File: src/design/priority_ready_queue_macros.svh
// Assertion macros for the priority ready queue.
`ifndef PRIORITY_READY_QUEUE_MACROS_SVH
`define PRIORITY_READY_QUEUE_MACROS_SVH
`ifndef SYNTHESIS
`define PRQ_ASSERT_IMP(label, clk, rst, ante, cons) \
   label: assert property (@(posedge clk) disable iff (rst) (ante) |-> (cons)) \
      else $error("assertion failed");
`define PRQ_ASSERT_NEXT(label, clk, rst, ante, cons) \
   label: assert property (@(posedge clk) disable iff (rst) (ante) |=> (cons)) \
      else $error("assertion failed");
`else
`define PRQ_ASSERT_IMP(label, clk, rst, ante, cons)
`define PRQ_ASSERT_NEXT(label, clk, rst, ante, cons)
`endif
`endif

File: src/design/prq_pkg.sv
// Shared types and constants of the priority ready queue.
`default_nettype none
package prq_pkg;
   localparam int NUM_TASKS  = 64;
   localparam int NUM_LEVELS = 32;
   localparam int TASK_W     = $clog2(NUM_TASKS);
   localparam int LEVEL_W    = $clog2(NUM_LEVELS);
   localparam int COUNT_W    = $clog2(NUM_TASKS + 1);

   localparam logic [1:0] REQ_PUSH   = 2'd0;
   localparam logic [1:0] REQ_REMOVE = 2'd1;
   localparam logic [1:0] REQ_YIELD  = 2'd2;

   // Controller to datapath
   typedef struct packed {
      logic load;     // capture request, read task level and links
      logic fetch;    // decode and read head/tail of the working level
      logic execute;  // perform update
      logic finish;   // latch result
   } prq_cmd_type;

   // Datapath to controller
   typedef struct packed {
      logic busy;     // request is carried out (a yield only by the head)
   } prq_status_type;
endpackage
`default_nettype wire

File: src/design/prq_datapath.sv
// Datapath of the priority ready queue: link memories, bitmap, count.
`default_nettype none
module prq_datapath (
   input  wire                        clock,
   input  wire                        reset,
   input  wire prq_pkg::prq_cmd_type  cmd,
   output prq_pkg::prq_status_type    status,
   input  wire [1:0]                  req_type,
   input  wire [prq_pkg::TASK_W-1:0]  task_id,
   input  wire [4:0]                  priority_req,
   output logic [prq_pkg::TASK_W-1:0] res_next_task,
   output logic                       res_next_valid,
   output logic [prq_pkg::LEVEL_W-1:0] res_top_priority,
   output logic [prq_pkg::COUNT_W-1:0] res_ready_count,
   output logic                       res_request_error
);
   localparam int TW = prq_pkg::TASK_W;
   localparam int LW = prq_pkg::LEVEL_W;
   localparam int NL = prq_pkg::NUM_LEVELS;
   localparam int NT = prq_pkg::NUM_TASKS;

   // Per-level and per-task stores
   logic [TW-1:0] head_mem [NL];
   logic [TW-1:0] tail_mem [NL];
   logic [TW-1:0] next_mem [NT];
   logic [TW-1:0] prev_mem [NT];
   logic [LW-1:0] lvl_mem  [NT];

   logic [NL-1:0] bitmap_ff, bitmap_in;
   logic [NT-1:0] queued_ff, queued_in;
   logic [prq_pkg::COUNT_W-1:0] count_ff, count_in;

   logic [1:0]    req_ff;
   logic [TW-1:0] t_ff;
   logic [4:0]    pri_ff;
   logic [LW-1:0] lvl_rd_ff; // level the task was pushed on
   logic [LW-1:0] lv_ff;     // working level
   logic          err_ff;
   logic          act_ff;    // operation does something
   logic [TW-1:0] head_rd_ff, tail_rd_ff, nxt_rd_ff, prv_rd_ff;

   // Top-level search over the bitmap
   logic [LW-1:0] top_lv;
   always_comb begin
      top_lv = LW'(NL - 1);
      for (int i = NL - 1; i >= 0; i--) begin
         if (bitmap_ff[i]) begin
            top_lv = LW'(i);
         end
      end
   end

   // Request decode at fetch, from the captured request
   logic [LW-1:0] push_lv, sel_lv;
   logic          ld_err, ld_act;
   always_comb begin
      push_lv = (32'(pri_ff) >= NL) ? LW'(NL - 1) : LW'(pri_ff);
      sel_lv  = LW'(0);
      ld_err  = 1'b0;
      ld_act  = 1'b0;
      unique case (req_ff)
         prq_pkg::REQ_PUSH: begin
            sel_lv = push_lv;
            ld_err = queued_ff[t_ff];
            ld_act = !queued_ff[t_ff];
         end
         prq_pkg::REQ_REMOVE: begin
            sel_lv = lvl_rd_ff;
            ld_err = !queued_ff[t_ff];
            ld_act = queued_ff[t_ff];
         end
         prq_pkg::REQ_YIELD: begin
            sel_lv = top_lv;
            ld_act = (bitmap_ff != '0) && (head_mem[top_lv] == t_ff);
         end
         default: begin
            sel_lv = LW'(0);
         end
      endcase
   end

   always_ff @(posedge clock) begin
      if (reset) begin
         act_ff <= 1'b0;
      end else if (cmd.fetch) begin
         act_ff <= ld_act;
      end
   end

   // Request capture
   always_ff @(posedge clock) begin
      if (reset) begin
         req_ff <= prq_pkg::REQ_PUSH;
         t_ff   <= '0;
         pri_ff <= '0;
      end else if (cmd.load) begin
         req_ff <= req_type;
         t_ff   <= task_id;
         pri_ff <= priority_req;
      end
   end

   // Registered reads of the stores
   always_ff @(posedge clock) begin
      if (cmd.load) begin
         lvl_rd_ff <= lvl_mem[task_id];
         nxt_rd_ff <= next_mem[task_id];
         prv_rd_ff <= prev_mem[task_id];
      end
      if (cmd.fetch) begin
         lv_ff      <= sel_lv;
         err_ff     <= ld_err;
         head_rd_ff <= head_mem[sel_lv];
         tail_rd_ff <= tail_mem[sel_lv];
      end
   end

   // Update decode
   logic lvl_bit;
   logic is_head, is_tail;
   assign lvl_bit = bitmap_ff[lv_ff];
   assign is_head = head_rd_ff == t_ff;
   assign is_tail = tail_rd_ff == t_ff;

   always_comb begin
      bitmap_in = bitmap_ff;
      queued_in = queued_ff;
      count_in  = count_ff;
      if (cmd.execute && act_ff) begin
         priority case (req_ff)
            prq_pkg::REQ_PUSH: begin
               bitmap_in[lv_ff] = 1'b1;
               queued_in[t_ff]  = 1'b1;
               count_in         = count_ff + 1'b1;
            end
            prq_pkg::REQ_REMOVE: begin
               if (is_head && is_tail) begin
                  bitmap_in[lv_ff] = 1'b0;
               end
               queued_in[t_ff] = 1'b0;
               count_in        = count_ff - 1'b1;
            end
            default: begin
               bitmap_in = bitmap_ff;
            end
         endcase
      end
   end

   always_ff @(posedge clock) begin
      if (reset) begin
         bitmap_ff <= '0;
         queued_ff <= '0;
         count_ff  <= '0;
      end else begin
         bitmap_ff <= bitmap_in;
         queued_ff <= queued_in;
         count_ff  <= count_in;
      end
   end

   // Link memory writes
   always_ff @(posedge clock) begin
      if (cmd.execute && act_ff) begin
         unique case (req_ff)
            prq_pkg::REQ_PUSH: begin
               lvl_mem[t_ff]  <= lv_ff;
               tail_mem[lv_ff] <= t_ff;
               if (!lvl_bit) begin
                  head_mem[lv_ff] <= t_ff;
               end else begin
                  next_mem[tail_rd_ff] <= t_ff;
                  prev_mem[t_ff]       <= tail_rd_ff;
               end
            end
            prq_pkg::REQ_REMOVE: begin
               if (is_head && is_tail) begin
                  head_mem[lv_ff] <= head_rd_ff;
               end else if (is_head) begin
                  head_mem[lv_ff] <= nxt_rd_ff;
               end else if (is_tail) begin
                  tail_mem[lv_ff] <= prv_rd_ff;
               end else begin
                  next_mem[prv_rd_ff] <= nxt_rd_ff;
                  prev_mem[nxt_rd_ff] <= prv_rd_ff;
               end
            end
            prq_pkg::REQ_YIELD: begin
               // head rotates to tail; single entry stays as it is
               if (!is_tail) begin
                  head_mem[lv_ff]      <= nxt_rd_ff;
                  tail_mem[lv_ff]      <= t_ff;
                  next_mem[tail_rd_ff] <= t_ff;
                  prev_mem[t_ff]       <= tail_rd_ff;
               end
            end
            default: begin
               lvl_mem[t_ff] <= lvl_mem[t_ff];
            end
         endcase
      end
   end

   // Result capture after the update
   always_ff @(posedge clock) begin
      if (cmd.finish) begin
         res_next_valid    <= bitmap_ff != '0;
         res_next_task     <= (bitmap_ff != '0) ? head_mem[top_lv] : '0;
         res_top_priority  <= (bitmap_ff != '0) ? top_lv : '0;
         res_ready_count   <= count_ff;
         res_request_error <= err_ff;
      end
   end

   assign status.busy = act_ff;
endmodule
`default_nettype wire

File: src/design/prq_controller.sv
// Sequencing controller of the priority ready queue.
`default_nettype none
module prq_controller (
   input  wire                       clock,
   input  wire                       reset,
   input  wire                       req_valid,
   output logic                      req_stall,
   output logic                      rsp_valid,
   input  wire                       rsp_stall,
   output prq_pkg::prq_cmd_type      cmd,
   input  wire prq_pkg::prq_status_type status
);
   localparam logic [1:0] ST_IDLE  = 2'd0;
   localparam logic [1:0] ST_FETCH = 2'd1;
   localparam logic [1:0] ST_EXEC  = 2'd2;
   localparam logic [1:0] ST_DONE  = 2'd3;

   logic [1:0] state_ff, state_in;
   logic       out_ff, out_in;

   assign req_stall = (state_ff != ST_IDLE);
   assign rsp_valid = out_ff;

   always_comb begin
      state_in    = state_ff;
      out_in      = out_ff && rsp_stall;
      cmd.load    = 1'b0;
      cmd.fetch   = 1'b0;
      cmd.execute = 1'b0;
      cmd.finish  = 1'b0;
      unique case (state_ff)
         ST_IDLE: begin
            if (req_valid) begin
               cmd.load = 1'b1;
               state_in = ST_FETCH;
            end
         end
         ST_FETCH: begin
            cmd.fetch = 1'b1;
            state_in  = ST_EXEC;
         end
         ST_EXEC: begin
            // only requests that change the queue write the stores
            cmd.execute = status.busy;
            state_in    = ST_DONE;
         end
         ST_DONE: begin
            // wait for output register to free
            if (!out_ff || !rsp_stall) begin
               cmd.finish = 1'b1;
               out_in     = 1'b1;
               state_in   = ST_IDLE;
            end
         end
      endcase
   end

   always_ff @(posedge clock) begin
      if (reset) begin
         state_ff <= ST_IDLE;
         out_ff   <= 1'b0;
      end else begin
         state_ff <= state_in;
         out_ff   <= out_in;
      end
   end
endmodule
`default_nettype wire

File: src/design/priority_ready_queue.sv
// Priority ready queue for a task scheduler.
// Input channel req_*: one request (push, remove or yield) per transfer.
// Result channel rsp_*: one status transfer per request: head of the top
// non-empty level, its level, ready count and an error flag.
// Each request runs through load (capture, read the task's level and
// links), fetch (decode, read head and tail of the level), execute (write
// the link stores), finish (compute top level into the output register).
// One request is in flight at a time, so a new request is taken only
// after the last one has passed its finish step.
// rsp_valid rises when the finish step fills the output register.
// Reset clears the level bitmap, queued flags and count: the queue is empty.
// Link stores are not cleared; only links of queued tasks are followed.
// If the receiver stalls, the result holds in its output register; the
// next request may run meanwhile and waits in its finish step until the
// output register is taken.
`default_nettype none
`include "priority_ready_queue_macros.svh"
module priority_ready_queue (
   input  wire                        clock,
   input  wire                        reset,
   input  wire                        req_valid,
   output logic                       req_stall,
   input  wire [1:0]                  req_type,
   input  wire [5:0]                  req_task_id,
   input  wire [4:0]                  req_priority_req,
   output logic                       rsp_valid,
   input  wire                        rsp_stall,
   output logic [5:0]                 rsp_next_task,
   output logic                       rsp_next_valid,
   output logic [4:0]                 rsp_top_priority,
   output logic [6:0]                 rsp_ready_count,
   output logic                       rsp_request_error
);
   prq_pkg::prq_cmd_type    cmd;
   prq_pkg::prq_status_type status;

   prq_controller u_ctrl (
      .clock, .reset, .req_valid, .req_stall, .rsp_valid, .rsp_stall,
      .cmd, .status
   );

   prq_datapath u_dp (
      .clock, .reset, .cmd, .status,
      .req_type,
      .task_id           (req_task_id),
      .priority_req      (req_priority_req),
      .res_next_task     (rsp_next_task),
      .res_next_valid    (rsp_next_valid),
      .res_top_priority  (rsp_top_priority),
      .res_ready_count   (rsp_ready_count),
      .res_request_error (rsp_request_error)
   );

   // empty queue reports level and count as zero
   logic empty_zero;
   assign empty_zero = (rsp_top_priority == 5'd0) && (rsp_ready_count == 7'd0);

   `PRQ_ASSERT_NEXT(a_stall_after_accept, clock, reset, req_valid && !req_stall, req_stall)
   `PRQ_ASSERT_IMP(a_count_range, clock, reset, rsp_valid, rsp_ready_count <= 7'd64)
   `PRQ_ASSERT_IMP(a_empty_zero, clock, reset, rsp_valid && !rsp_next_valid, empty_zero)
endmodule
`default_nettype wire

File: config.mk
export PLATFORM = sky130hd
export DESIGN_NAME = priority_ready_queue
export DESIGN_NICKNAME = d
export VERILOG_FILES = /design/src/design/prq_pkg.sv /design/src/design/prq_datapath.sv /design/src/design/prq_controller.sv /design/src/design/priority_ready_queue.sv
export VERILOG_INCLUDE_DIRS = /design/src /design/src/design
export SDC_FILE = /design/constraint.sdc
export NUM_CORES = 2
export LEC_CHECK = 0
export BUFFER_PORTS_ARGS = -buffer_cell sky130_fd_sc_hd__buf_2
export CAP_MARGIN = 25
export CORE_ASPECT_RATIO = 0.5
export CORE_UTILIZATION = 50
export DETAILED_ROUTE_END_ITERATION = 7
export PLACE_DENSITY = 0.68
export SKIP_CTS_REPAIR_TIMING = 1
export SYNTH_ARGS = -nofsm -noshare
export SYNTH_HDL_FRONTEND = slang
export SYNTH_SLANG_ARGS = --single-unit
File: constraint.sdc
create_clock -name clock -period 4.2 [get_ports clock]
set_input_delay 0.21 -clock clock [delete_from_list [all_inputs] [get_ports clock]]
set_output_delay 0.21 -clock clock [all_outputs]
set_load 0.005 [all_outputs]
Word level (Yosys, flattened, before mapping). Memory sizes are Yosys's and may differ from the RTL's. A register that Yosys moved wholly into a read port is not among the register bits. Cells that the tools add are included.

Bits in registers: 146. Latch bits: 0. Bits in writable memories: 1472. ROM bits: 0. Bits of input ports: 17. Output and inout port bits: 22. Logic and storage cells: 184. Memories kept: 5.

Memory list: u_dp.next_mem (depth 64, width 6, read ports 1, clocked after Yosys merged registers in 1, wr ports 1, RTL line prq_datapath.sv:25) `logic [TW-1:0] next_mem [NT];`; u_dp.prev_mem (depth 64, width 6, read ports 1, clocked after Yosys merged registers in 1, wr ports 1, RTL line prq_datapath.sv:26) `logic [TW-1:0] prev_mem [NT];`; u_dp.lvl_mem (depth 64, width 5, read ports 1, clocked after Yosys merged registers in 1, wr ports 1, RTL line prq_datapath.sv:27) `logic [LW-1:0] lvl_mem [NT];`; u_dp.head_mem (depth 32, width 6, read ports 2, clocked after Yosys merged registers in 1, wr ports 1, RTL line prq_datapath.sv:23) `logic [TW-1:0] head_mem [NL];`; u_dp.tail_mem (depth 32, width 6, read ports 1, clocked after Yosys merged registers in 1, wr ports 1, RTL line prq_datapath.sv:24) `logic [TW-1:0] tail_mem [NL];`.

Add/sub/neg operators: 2. Multipliers: 0. Divide/modulo/power cells: 0. Magnitude comparators: 4. Equality and inequality tests: 12. Shifts and indexed selects: 0. Muxes and demuxes: 109. Bitwise operators: 14. Reductions and logical operators: 22.

Operators by type and width (number): case mux 64 bit (2 select lines) (1); two-way mux 5 bit (17); two-way mux 6 bit (11); AND 64 bit (1); NOT 64 bit (1); bitwise OR 64 bit (1); case mux 32 bit (2 select lines) (1); two-way mux 1 bit (53); AND 32 bit (1); two-way mux 32 bit (1); two-way mux 4 bit (8); NOT 32 bit (1); bitwise OR 32 bit (1); nonzero test 32 bit (1); == test 6 bit (3); case mux 5 bit (3 select lines) (1); case mux 7 bit (2 select lines) (1); two-way mux 3 bit (4); OR reduction 6 bit (2); two-way mux 2 bit (4); bitwise OR 1 bit (8); case mux 2 bit (4 select lines) (1); adder 7 x 1 -> 7 bit, second input constant (1); < comparator 6 x 7 -> 1 bit, second input constant (1); 23 further kinds (38).

Depth between registers and ports, before layout. An unclocked memory read counts as a cell.

Word-level depth: 35. Depth in mapped cells: 14.

By module. From an unflattened synthesis, not the netlist that was laid out.

Cells, all modules: 4202. Area, all modules: 68253.0 µm².

Modules (own cells, without submodules): prq_datapath (instances 1, cells an instance 4179, area an instance 68042.8 µm², sequential area each 48196.2 µm²); prq_controller (instances 1, cells an instance 23, area an instance 210.2 µm², sequential area each 60.1 µm²).

Worst setup path before layout. OpenSTA, ideal clock, no wires.

Path type: flip-flop to flip-flop. Start point: register u_dp.lv_ff[3]. End point: memory u_dp.prev_mem[13][0] (netlist bit), enable pin. Data arrival time: 3.835 ns. Required time: 3.823 ns. Path slack: -0.012 ns. Cell stages (with the launch flop): 12. Cell sequence: edfxtp_1 -> clkbuf_1 -> nor3b_1 -> a221oi_1 -> a31oi_1 -> a21oi_1 -> o22ai_1 -> nor2b_1 -> clkbuf_1 -> nand4_1 -> nand2b_1 -> nor3_1.

Word-level cells in the longest chain between the ends: 8.

Ends and longest elaborated chain: start: declaration (RTL line prq_datapath.sv:37) `logic [LW-1:0] lv_ff;`; start signal: assignment (RTL line prq_datapath.sv:111) `lv_ff <= sel_lv;`; binary-select mux 1 bit (select 5 bit) (RTL line prq_datapath.sv:121) `assign lvl_bit = bitmap_ff[lv_ff];`; two-way mux 1 bit (not written as such) (RTL line prq_datapath.sv:121); two-way mux 1 bit (RTL line prq_datapath.sv:169) `if (!lvl_bit) begin`; two-way mux 1 bit (RTL line prq_datapath.sv:165) `unique case (req_ff)`; two-way mux 1 bit (RTL line prq_datapath.sv:164) `if (cmd.execute && act_ff) begin`; two-way mux 1 bit (not written as such) (RTL line prq_datapath.sv:173) `prev_mem[t_ff] <= tail_rd_ff;`; bitwise OR 1 bit (no source line); two-way mux 1 bit (no source line); end: declaration (RTL line prq_datapath.sv:26).

Every way passes these cells. The select of a mux whose other input is x is not followed.

==> impl_results.md <==
* Dpl cells at 5,753
* Delay-heaviest family, CP: compound AO/OA/AOI/OAI gates
* Post-DP HPWL at 104,900 um
* Commonest non-fill, non-tap cell in the layout: edfxtp_1
* Crit Path Max Fanout at 17
* Ant. Diodes at 0
* Total number of vias at around 38,000
* Root Driver: clkbuf_16
* Row count at between 90 and 100
* Syn_nets at between 4,000 and 5,000
* Mapped Avg Cell Area at 17.19 sq um
* Count of final max-slew check failures at 0
* Pwr Density at just over 500 mW/mm^2
* Most frequent cells in the layout: edfxtp_1 (1,527), mux2i_1 (385), mux4_2 (384)
* Dominant cell type by area after synthesis: edfxtp_1
* Main combinational cell family by area after synthesis: multiplexers
* Clock latency on the worst-skew pair at between 0.7 and 0.8 ns
* Status: finished, final reports clean
* ANT nets after route at 0
* Clock tree from TritonCTS: built
* Pwr Total at approximately 0.039 W
* Avg WL per Cell at 27.57 um
* Final worst slack at between 0.06 and 0.07 ns
* Min cycle time layout at 4.133 ns
* CP Launch Type: flip-flop
* Horiz. Die Dim at around 530 um
* Congestion Overflow GR at 0
* Die ar. at 0.1384 sq mm
* Worst vdd ir at ~0.00037 V
* Area of the multi-input gates at around 0.019 sq mm
* Nets@finish at ~4,200
* Async S/R FF share, synth at 0
* HP Class: input pin to flip-flop
* Post-Synth Simple-Gate Area at 0.05826
* Reg clk slew, reported paths at ~0.060 ns
* Crit path buffers/inverters at 0
* Post-synth EDFFs at around 1,500
* CTS Buf Count at 146
* Final hold viol count at 0
* Adder-cell share of the synthesized area at 0.002122
* Finished Core Util at 0.5663
* Sequential fraction of the synthesis area at 0.7055
* Register Area at roughly 0.048 sq mm
* Setup CP Type: flip-flop to flip-flop
* WL final at 166,400 um
* Non-Filler Instances at roughly 6,000
* Pre-CTS setup slack at -0.1284 ns
* DRC viols at 0
* Syn Inst Count at around 4,000
* Max stage delay on crit path at about 0.52 ns
* Netlist cell types at 70
* Least-Margin Pin Slew at roughly 1.0 ns
* Longest Clk Path Bufs at 3
* Arrival time worst endpoint at roughly 4.9 ns
* R2r setup slk at between 0.06 and 0.07 ns
* Initial Util at 0.5066
* Seq cells post-synth at about 1,600
* Fmax at about 240 MHz
* First-pass iteration count of the detailed router at 6
* Post-synthesis compound-gate area fraction at 0.02859
* CTS H-tree lvls at 4
* Iter 0 DRT Violations at around 4,600
* Leakage power at roughly 25 nW
* Top cell type's share of synthesized area at 0.6704
* Pin count of the biggest net entering global routing at 80
* Area grow syn2layout at 11.80%
* GRT Total Usage at 0.2406
* Area contributors post-synth: edfxtp_1 (67%), mux4_2 (13%), mux2i_1 (5.6%)
* Placer Congestion at just over 0.9
* Final Cycle Share at 0.9840
* Crit. End Element: flip-flop
* First-pass GRT wire length at ~250,000 um
* CP max stage cell: a222oi_1
* Xor/xnor cell area share of the yosys netlist at 0.002561
* Post-synthesis mux area share at 0.1867
* Max_slew headroom at 0.3200
* Die Ht at 263.5 um
* Core area at 0.1350 sq mm
* Share of post-route cells with drive strength above 1 at 0.2099
* Worst Skew at 0.02358 ns
* Average vias per placed instance at between 6 and 7
* Vias in the first global route at about 37,000
* I/O pins at 39
* CTS Sinks at 1,647
* Cell breakdown of the critical path: nor2_1, o311ai_0, a31oi_1, o21a_2, mux2_1, a2111o_1, o2bb2ai_1, or4_1, a222oi_1, a31o_1
* Filler Cells Inserted at 10,126
* # setup viols final at 0
* Port Buffer Count at 38
* Synth Flop Type: edfxtp_1
* Post-synthesis cell area at between 0.06 and 0.07 sq mm
* MaxCap Viol Count at 0
* WP data required at 4.92 ns
* Ys Warns at 0
* Initial antenna violation count at 4
==> kinds of logic (layout without fill, tap and decap cells) <==
kind of cell,count (synthesis),in the layout
xor gates and xnor gates,20,20
buffers and inverters,288,550
DFF,1647,1647
and+or+nand+nor,912,912
adders and majority gates,11,11
muxes,793,793
AOI/OAI and AO/OA,307,307
==> layout make-up <==
class                           instances  share of cell area
Multi-Input combinational cell       2043              0.2501
Sequential cell                      1647              0.6311
Inverter                               35            0.001718
Clock buffer                          187             0.05128
Tap cell                             1794             0.02935
Timing Repair Buffer                  252             0.02723
Clock inverter                         76            0.009293
==> metal layers <==
| layer | GRT usage | share of wire | vias to the layer above |
|---|---|---|---|
| met1 | 0.3558 | 0.43 | 19556 |
| met5 | 0 | 0.000078 | - |
| met4 | 0.05884 | 0.018 | 2 |
| met3 | 0.04158 | 0.086 | 208 |
| li1 | - | - | 16055 |
| met2 | 0.3740 | 0.47 | 1762 |
==> through the flow <==
stage | hold slack (ns) | TNS (ns) | area [sq um]
floorplan | 0.3460 | 0 | 68410
global placement | 0.4433 | -1.773 | 71610
CTS | -0.3617 | -0.7055 | 76270
detailed placement | 0.4542 | -0.5202 | 71640
finish | 0.05179 | 0 | 76470
global route | 0.05664 | -0.0005036 | 76470
==> Yosys cell counts (34+ instances only) <==
library cell,instances
edfxtp_1,1527
mux2i_1,385
mux4_2,384
nor2_1,384
nand2_1,249
clkbuf_1,179
nand3_1,126
dfxtp_1,120
a21oi_1,109
o21ai_0,67
buf_1,55
a311oi_1,37
inv_1,34
==> tightest hold or removal path, delay by kind of cell <==
family / cells / cell delay, ns
AND/OR/NAND/NOR: 1 / 0.14
AO/OA/AOI/OAI: 1 / 0.06
buffers and inverters: 1 / 0.35
==> registers in the layout, indices dropped and copies added, names as in the netlist, 2 cells and up, named ones only <==
| signal | cells |
|---|---|
| u_dp.next_mem | 384 |
| u_dp.tail_rd_ff | 6 |
| u_dp.lvl_rd_ff | 5 |
| u_dp.lv_ff | 5 |
| u_dp.res_next_task | 6 |
| u_dp.req_ff | 2 |
| u_dp.pri_ff | 5 |
| u_ctrl.state_ff | 2 |
| u_dp.res_ready_count | 7 |
| u_dp.nxt_rd_ff | 6 |
| u_dp.lvl_mem | 320 |
| u_dp.tail_mem | 192 |
| u_dp.t_ff | 6 |
| u_dp.prv_rd_ff | 6 |
| u_dp.head_rd_ff | 6 |
| u_dp.count_ff | 7 |
| u_dp.head_mem | 192 |
| u_dp.res_top_priority | 5 |
| u_dp.prev_mem | 384 |
==> worst paths after layout <==
kind         depth (start not counted)        endpoint           start
min                                  3    u_dp.t_ff[4]  req_task_id[4]
max reg2reg                         10     u_dp.status       flip-flop
max                                 10     u_dp.status       flip-flop
min reg2reg                          2  u_dp.pri_ff[3]  u_dp.pri_ff[3]
==> power breakdown <==
part	total [W]	internal, W	switching (W)	leakage, nW
sequential	0.0196	0.0193	0.000212	14.9
clock	0.0132	0.00722	0.00602	2.24
combinational	0.00666	0.00198	0.00469	8.11
total	0.0395	0.0285	0.0109	25.2
Note: power is estimated with default switching activity, not from simulation.
